[src/hw/rtl/char_lcd_4bit_bus_emulator_macros.svh]
// Assertion macros shared by the character LCD bus emulator RTL.
`ifndef CHAR_LCD_4BIT_BUS_EMULATOR_MACROS_SVH
`define CHAR_LCD_4BIT_BUS_EMULATOR_MACROS_SVH

// Same-cycle implication, disabled while reset is asserted.
`define CLBE_ASSERT_IMP(lbl, clk, rstn, pre, cons, msg) \
  lbl: assert property (@(posedge clk) disable iff (!(rstn)) (pre) |-> (cons)) \
    else $error(msg);

// Next-cycle implication, disabled while reset is asserted.
`define CLBE_ASSERT_NXT(lbl, clk, rstn, pre, cons, msg) \
  lbl: assert property (@(posedge clk) disable iff (!(rstn)) (pre) |=> (cons)) \
    else $error(msg);

`endif

[src/hw/rtl/clbe_pkg.sv]
// Package: constants and types of the character LCD 4-bit bus emulator.
package clbe_pkg;

  // Expander port byte bit positions
  localparam int unsigned BitBl = 3;
  localparam int unsigned BitEn = 2;
  localparam int unsigned BitRw = 1;
  localparam int unsigned BitRs = 0;

  // Configuration register indexes
  localparam logic [0:0] CfgRowCount    = 1'b0;
  localparam logic [0:0] CfgColumnCount = 1'b1;

  localparam int unsigned CfgWidth = 6;

  // Reset values
  localparam logic [2:0] RowCountReset    = 3'd4;
  localparam logic [5:0] ColumnCountReset = 6'd20;
  localparam int unsigned MaxColumnsDefault = 40;

  // Address map of the display RAM
  localparam logic [6:0] AddrWrap     = 7'h68;
  localparam logic [6:0] AddrGapLo    = 7'h28;
  localparam logic [6:0] AddrGapHi    = 7'h3f;
  localparam logic [6:0] AddrLine2    = 7'h40;
  localparam logic [5:0] FoldColumn   = 6'd20;
  localparam logic [2:0] FoldRowCount = 3'd4;

  // Accumulator holds a marker bit above the collected nibbles
  localparam logic [8:0] AccEmpty = 9'h001;

  localparam int unsigned OutDataWidth = 32;

  typedef struct packed {
    logic [5:0] columns_in_use;
    logic       display_on;
    logic       clear_screen;
    logic [7:0] char_code;
    logic [5:0] char_col;
    logic [1:0] char_row;
    logic       char_write;
  } clbe_result_t;

endpackage

[src/hw/rtl/char_lcd_4bit_bus_emulator.sv]
// Top level: character LCD 4-bit bus emulator decoding expander port beats.
//
// Channel   Dir  Fields (tdata, lowest bit up)
// s_axis    in   port_byte[7:0]
// m_axis    out  char_write, char_row[1:0], char_col[5:0], char_code[7:0],
//                clear_screen, display_on, columns_in_use[5:0], zero pad to 32
// cfg       in   index 0 row_count[2:0], index 1 column_count[5:0]
//
// One result beat per input beat, in the cycle after acceptance; a beat every cycle unless m_axis stalls.
// The decode runs in one pass from the state registers into the output register.
// Reset (async, active low) restores the register defaults and empties the
// nibble accumulator. While m_axis stalls, the output register holds and a new
// beat is taken only when the output register is empty or being drained.
module char_lcd_4bit_bus_emulator
  import clbe_pkg::*;
#(
  parameter int unsigned MAX_COLUMNS = MaxColumnsDefault
) (
  input  logic                    clk_i,
  input  logic                    rst_ni,
  input  logic                    cfg_we_i,
  input  logic [0:0]              cfg_idx_i,
  input  logic [CfgWidth-1:0]     cfg_wdata_i,
  input  logic                    s_axis_tvalid,
  output logic                    s_axis_tready,
  input  logic [7:0]              s_axis_tdata,  // port_byte[7:0]
  output logic                    m_axis_tvalid,
  input  logic                    m_axis_tready,
  // char_write, char_row[1:0], char_col[5:0], char_code[7:0], clear_screen,
  // display_on, columns_in_use[5:0], zero pad
  output logic [OutDataWidth-1:0] m_axis_tdata
);

  localparam logic [6:0] MaxCol = 7'(MAX_COLUMNS);

  logic [2:0]   row_count_q;
  logic [8:0]   acc_q, acc_d;
  logic         sel_q, sel_d;
  logic [6:0]   addr_q, addr_d;
  logic [5:0]   track_q, track_d;
  logic         light_q, light_d;
  logic         out_valid_q;
  clbe_result_t res_q, res_d;

  logic         accept;
  logic         strobe;
  logic         sel_in;
  logic [8:0]   acc_shift;
  logic [7:0]   byte_val;
  logic [6:0]   addr_fix;
  logic [5:0]   col;
  logic [1:0]   row;
  logic [6:0]   col_inc;

  assign s_axis_tready = !out_valid_q || m_axis_tready;
  assign accept        = s_axis_tvalid && s_axis_tready;
  assign strobe        = s_axis_tdata[BitEn] && !s_axis_tdata[BitRw];
  assign sel_in        = s_axis_tdata[BitRs];

  // Restart pairing on a register select change, then shift the nibble in
  assign acc_shift = {((sel_in != sel_q) ? AccEmpty[4:0] : acc_q[4:0]),
                      s_axis_tdata[7:4]};
  assign byte_val  = acc_shift[7:0];

  // Map the current address onto the visible lines
  always_comb begin
    addr_fix = addr_q;
    if (addr_q >= AddrWrap) begin
      addr_fix = '0;
    end else if (addr_q inside {[AddrGapLo:AddrGapHi]}) begin
      addr_fix = AddrLine2;
    end
    col = addr_fix[5:0];
    row = {1'b0, addr_fix[6]};
    if (row_count_q == FoldRowCount && col >= FoldColumn) begin
      col = col - FoldColumn;
      row = row + 2'd2;
    end
    col_inc = {1'b0, col} + 7'd1;
  end

  always_comb begin
    acc_d   = acc_q;
    sel_d   = sel_q;
    addr_d  = addr_q;
    track_d = track_q;
    light_d = light_q;
    res_d   = '0;
    if (strobe) begin
      light_d = s_axis_tdata[BitBl];
      sel_d   = sel_in;
      acc_d   = acc_shift;
      if (acc_shift[8]) begin
        acc_d = AccEmpty;
        if (sel_in) begin
          res_d.char_write = 1'b1;
          res_d.char_row   = row;
          res_d.char_col   = col;
          res_d.char_code  = byte_val;
          addr_d           = addr_fix + 7'd1;
          if (col >= track_q) begin
            track_d = (col_inc > MaxCol) ? MaxCol[5:0] : col_inc[5:0];
          end
        end else begin
          case (1'b1)
            byte_val[7]:          addr_d = byte_val[6:0];
            (byte_val >= 8'h04):  addr_d = addr_q;
            (byte_val >= 8'h02):  addr_d = '0;
            (byte_val == 8'h01): begin
              addr_d             = '0;
              res_d.clear_screen = 1'b1;
            end
            default:              addr_d = addr_q;
          endcase
        end
      end
    end
    res_d.display_on     = light_d;
    res_d.columns_in_use = track_d;
  end

  always_ff @(posedge clk_i or negedge rst_ni) begin
    if (!rst_ni) begin
      row_count_q <= RowCountReset;
      acc_q       <= AccEmpty;
      sel_q       <= 1'b0;
      addr_q      <= '0;
      track_q     <= ColumnCountReset;
      light_q     <= 1'b0;
      out_valid_q <= 1'b0;
    end else begin
      if (accept) begin
        acc_q   <= acc_d;
        sel_q   <= sel_d;
        addr_q  <= addr_d;
        track_q <= track_d;
        light_q <= light_d;
      end
      if (cfg_we_i) begin
        case (cfg_idx_i)
          CfgRowCount:    row_count_q <= cfg_wdata_i[2:0];
          CfgColumnCount: track_q     <= cfg_wdata_i;
          default:        row_count_q <= row_count_q;
        endcase
      end
      if (accept) begin
        out_valid_q <= 1'b1;
      end else if (m_axis_tready) begin
        out_valid_q <= 1'b0;
      end
    end
  end

  // Payload register: load on each accepted beat
  always_ff @(posedge clk_i) begin
    if (accept) begin
      res_q <= res_d;
    end
  end

  assign m_axis_tvalid = out_valid_q;
  assign m_axis_tdata  = {{(OutDataWidth - $bits(clbe_result_t)){1'b0}}, res_q};

`include "char_lcd_4bit_bus_emulator_macros.svh"

  `CLBE_ASSERT_IMP(a_write_xor_clear, clk_i, rst_ni, out_valid_q, !(res_q.char_write && res_q.clear_screen), "write and clear in one beat")
  `CLBE_ASSERT_IMP(a_col_range, clk_i, rst_ni, out_valid_q && res_q.char_write, res_q.char_col < 6'd40, "written column out of range")
  `CLBE_ASSERT_NXT(a_no_strobe_quiet, clk_i, rst_ni, accept && !strobe, !res_q.char_write && !res_q.clear_screen, "unstrobed beat produced an action")
  `CLBE_ASSERT_IMP(a_stall_full, clk_i, rst_ni, !s_axis_tready, out_valid_q && !m_axis_tready, "input stalled without a pending result")

endmodule
[config.mk]
export PLATFORM = sky130hd
export DESIGN_NAME = char_lcd_4bit_bus_emulator
export DESIGN_NICKNAME = d
export VERILOG_FILES = /design/src/hw/rtl/clbe_pkg.sv /design/src/hw/rtl/char_lcd_4bit_bus_emulator.sv
export VERILOG_INCLUDE_DIRS = /design/src /design/src/hw/rtl
export SDC_FILE = /design/constraint.sdc
export NUM_CORES = 1
export LEC_CHECK = 0
export BUFFER_PORTS_ARGS = -buffer_cell sky130_fd_sc_hd__buf_2
export CORE_MARGIN = 3
export CORE_UTILIZATION = 30
export DETAILED_ROUTE_END_ITERATION = 10
export SYNTH_ARGS = -nofsm -noshare
export SYNTH_HDL_FRONTEND = slang
export SYNTH_SLANG_ARGS = --single-unit
[constraint.sdc]
create_clock -name clk_i -period 4.37 [get_ports clk_i]
set_input_delay 0.437 -clock clk_i [delete_from_list [all_inputs] [get_ports clk_i]]
set_output_delay 0.437 -clock clk_i [all_outputs]
set_load 0.005 [all_outputs]
==> results.json <==
{
  "async_flop_share": 0.490,
  "synthTopCellsByArea": "edfxtp_1, dfrtp_1, ha_1",
  "dieArea_um2": 10900,
  "postLayoutCoreUtil": 0.361,
  "yosysSeqAreaShare": 0.466,
  "route.met3.wl_um": 266,
  "drt-met1-wl_mm": 2.86,
  "antenna_cells": 0,
  "p_leak_nw": 1.47,
  "cts_hold_buf": 0,
  "start_util": 0.312,
  "cts_root_buffer": "clkbuf_8",
  "drt_wl_total_mm": 6.40,
  "cp-start-kind": "flop",
  "yosys_warnings": 0,
  "drt-pass1-iter-count": 4,
  "finalCritPeriodShare": 0.915,
  "clk_pin_slew_ps": 100,
  "worstPathRequired_ps": 4440,
  "synth.avg_cell_area_um2": 10.2,
  "via_per_inst": 4.91,
  "synth_common_cells": "nand2_1, edfxtp_1, nor2_1",
  "path_class": "flop to flop",
  "finClkSkew_ps": 9.52,
  "num_rows": 35,
  "h-tree-depth": 2,
  "period_needed_ps": 4000,
  "post_cts_buffers": 0,
  "crit_family": "compound AO/OA/AOI/OAI gates",
  "synth_most_common_cell": "nand2_1",
  "worstPathMaxFanout": 12,
  "top_layer_used": "met4",
  "yosysUniqueCellTypes": 59,
  "antenna_found_initial": 0,
  "synth.top_cell.area_share": 0.258,
  "cpMaxStageDelayCell": "dfrtp_1",
  "final_max_slew_viol_count": 0,
  "synthToLayoutAreaGrowth_pct": 15.5,
  "postLayoutCellArea_um2": 3360,
  "dr_wl_met2_mm": 3.15,
  "dpl.hpwl_mm": 4.90,
  "die-height_um": 105,
  "grt_pass1_wl_mm": 10.8,
  "hp-class": "input pin to async pin",
  "crit_path_end_kind": "flop",
  "wire_per_inst_um": 13.9,
  "cts.sinks": 49,
  "dpl_cell_area_um2": 3250,
  "powerDensity_nw_per_um2": 344,
  "synth_top_flop_cell": "edfxtp_1",
  "grt_overflow": 0,
  "grt_start_max_net_pins": 29,
  "clock_latency_ps": 300,
  "drc": 0,
  "finalSetupViolations": 0,
  "pin_count": 54,
  "drtAntennaViolNets": 0,
  "die_w_um": 105,
  "synth.cell_area_um2": 2910,
  "synth-edff-count": 25,
  "crit_buf_inv": 3,
  "fin_nets": 363,
  "cts_tree": "done",
  "synth_cells": 286,
  "ctsResizeCount": 0,
  "setup_tns_ps": 0,
  "tightestPinTransition_ps": 754,
  "crit_chain": "o21ai_4 > and2_1 > inv_1 > ha_1 > a21bo_2 > a21o_1 > a31oi_2 > inv_1 > ha_1 > nand2_1 > o21ai_0 > a21oi_1 > buf_4 > a311oi_2 > and2_4 > a21oi_1",
  "port_buffers": 46,
  "critPathArrivalTime_ps": 4060,
  "status": "completed",
  "vdd_drop_max_v": 0.000135,
  "synth_top_area_cell": "edfxtp_1",
  "max_slew_margin": 0.496,
  "synth-seq-cells": 49,
  "layout-drive-gt1-share": 0.258,
  "num_vias": 2269,
  "fmax_ghz": 0.250,
  "rsz0062_at_grt": "no",
  "grt.total_usage": 0.118,
  "drtIter0Drc": 135,
  "place_congestion": 0.895,
  "cts_buffers": 5,
  "hold_viol": 0,
  "core_area_um2": 9330,
  "cts_buffer_depth": 2,
  "grt_pass1_vias": 2200,
  "drv_cap": 0,
  "max_stage_delay_ps": 600
}
[worst paths after layout]
kind	depth (start not counted)	slack, ps	startpoint	endpoint
min in group clk_i	3	350	cfg_wdata_i[4]	track_q[4]
hold / removal	1	120	rst_ni	track_q[3]
setup reg to reg	16	370	addr_q[5]	m_axis_tdata[22]
max in group asynchronous	1	3850	rst_ni	addr_q[4]
setup / recovery	16	370	addr_q[5]	m_axis_tdata[22]
hold reg to reg	1	520	light_q	light_q
[cells by family (layout without fill, tap and decap cells)]
group / Yosys count / count (layout) / synth area share
simple gates: 114 / 114 / 0.225
compound gates: 63 / 63 / 0.152
flops: 49 / 49 / 0.466
buf+inv: 34 / 75 / 0.0602
fa+ha+maj: 11 / 11 / 0.0473
mux: 8 / 8 / 0.0305
xor+xnor: 6 / 6 / 0.0180
other cells: 1 / 7 / 0.00129
[worst reg2reg max path, cell delays in order (launching register included)]
cell      delay, ps
dfrtp_1         600
o21ai_4         180
and2_1          230
inv_1           110
ha_1            190
a21bo_2         280
a21o_1          200
a31oi_2         420
inv_1           180
ha_1            330
nand2_1          50
o21ai_0         150
a21oi_1          90
buf_4           180
a311oi_2        310
and2_4          220
a21oi_1          40
[flip-flops by register name, indices dropped and copies added (netlist names)]
signal and cells:
acc_q 5, addr_q 7, track_q 6, m_axis_tvalid 1, m_axis_tdata 25, light_q 1, sel_q 1, row_count_q 3
[layout by cell type (no fill, tap or decap), types with 7 or more instances in the layout]
master / count
conb_1: 7
dfrtp_1: 20
nand3_1: 11
mux2_2: 7
edfxtp_1: 25
and3_1: 9
buf_2: 46
nand4_1: 7
nor2_1: 23
a21oi_1: 12
o21ai_0: 15
nand2_1: 26
inv_1: 16
ha_1: 11
[routing by layer]
metal,vias up,GRT usage
met5,-,0
met4,0,0.0437
met3,8,0.0137
met2,58,0.200
met1,1087,0.155
li1,1116,-
[report_power, final]
part / total (W) / switching (W) / leakage (nW) / internal [W]
logic: 0.000229 / 0.000128 / 0.879 / 0.000101
clock network: 0.000329 / 0.000158 / 0.0543 / 0.000171
registers: 0.000600 / 0.0000561 / 0.535 / 0.000544
[through the flow]
stage               power [W]  std cells  hold slack [ps]  setup slack [ps]
finish                0.00116        462              123               372
global placement     0.000837        454              457               594
global route          0.00122        462              153              66.0
floorplan            0.000757        292              141               841
detailed placement   0.000841        454              473               423
CTS                   0.00117        462              137               414
[layout make-up]
type	instances	area, um2
clock buffer	5	68.8
clock inverter	3	46.3
fill	930	5960
inverter	16	60.1
multi-input combinational	209	1400
sequential	49	1360
tap	129	161
timing repair buffer	51	268
No activity file was read; power rests on OpenSTA's default activity.
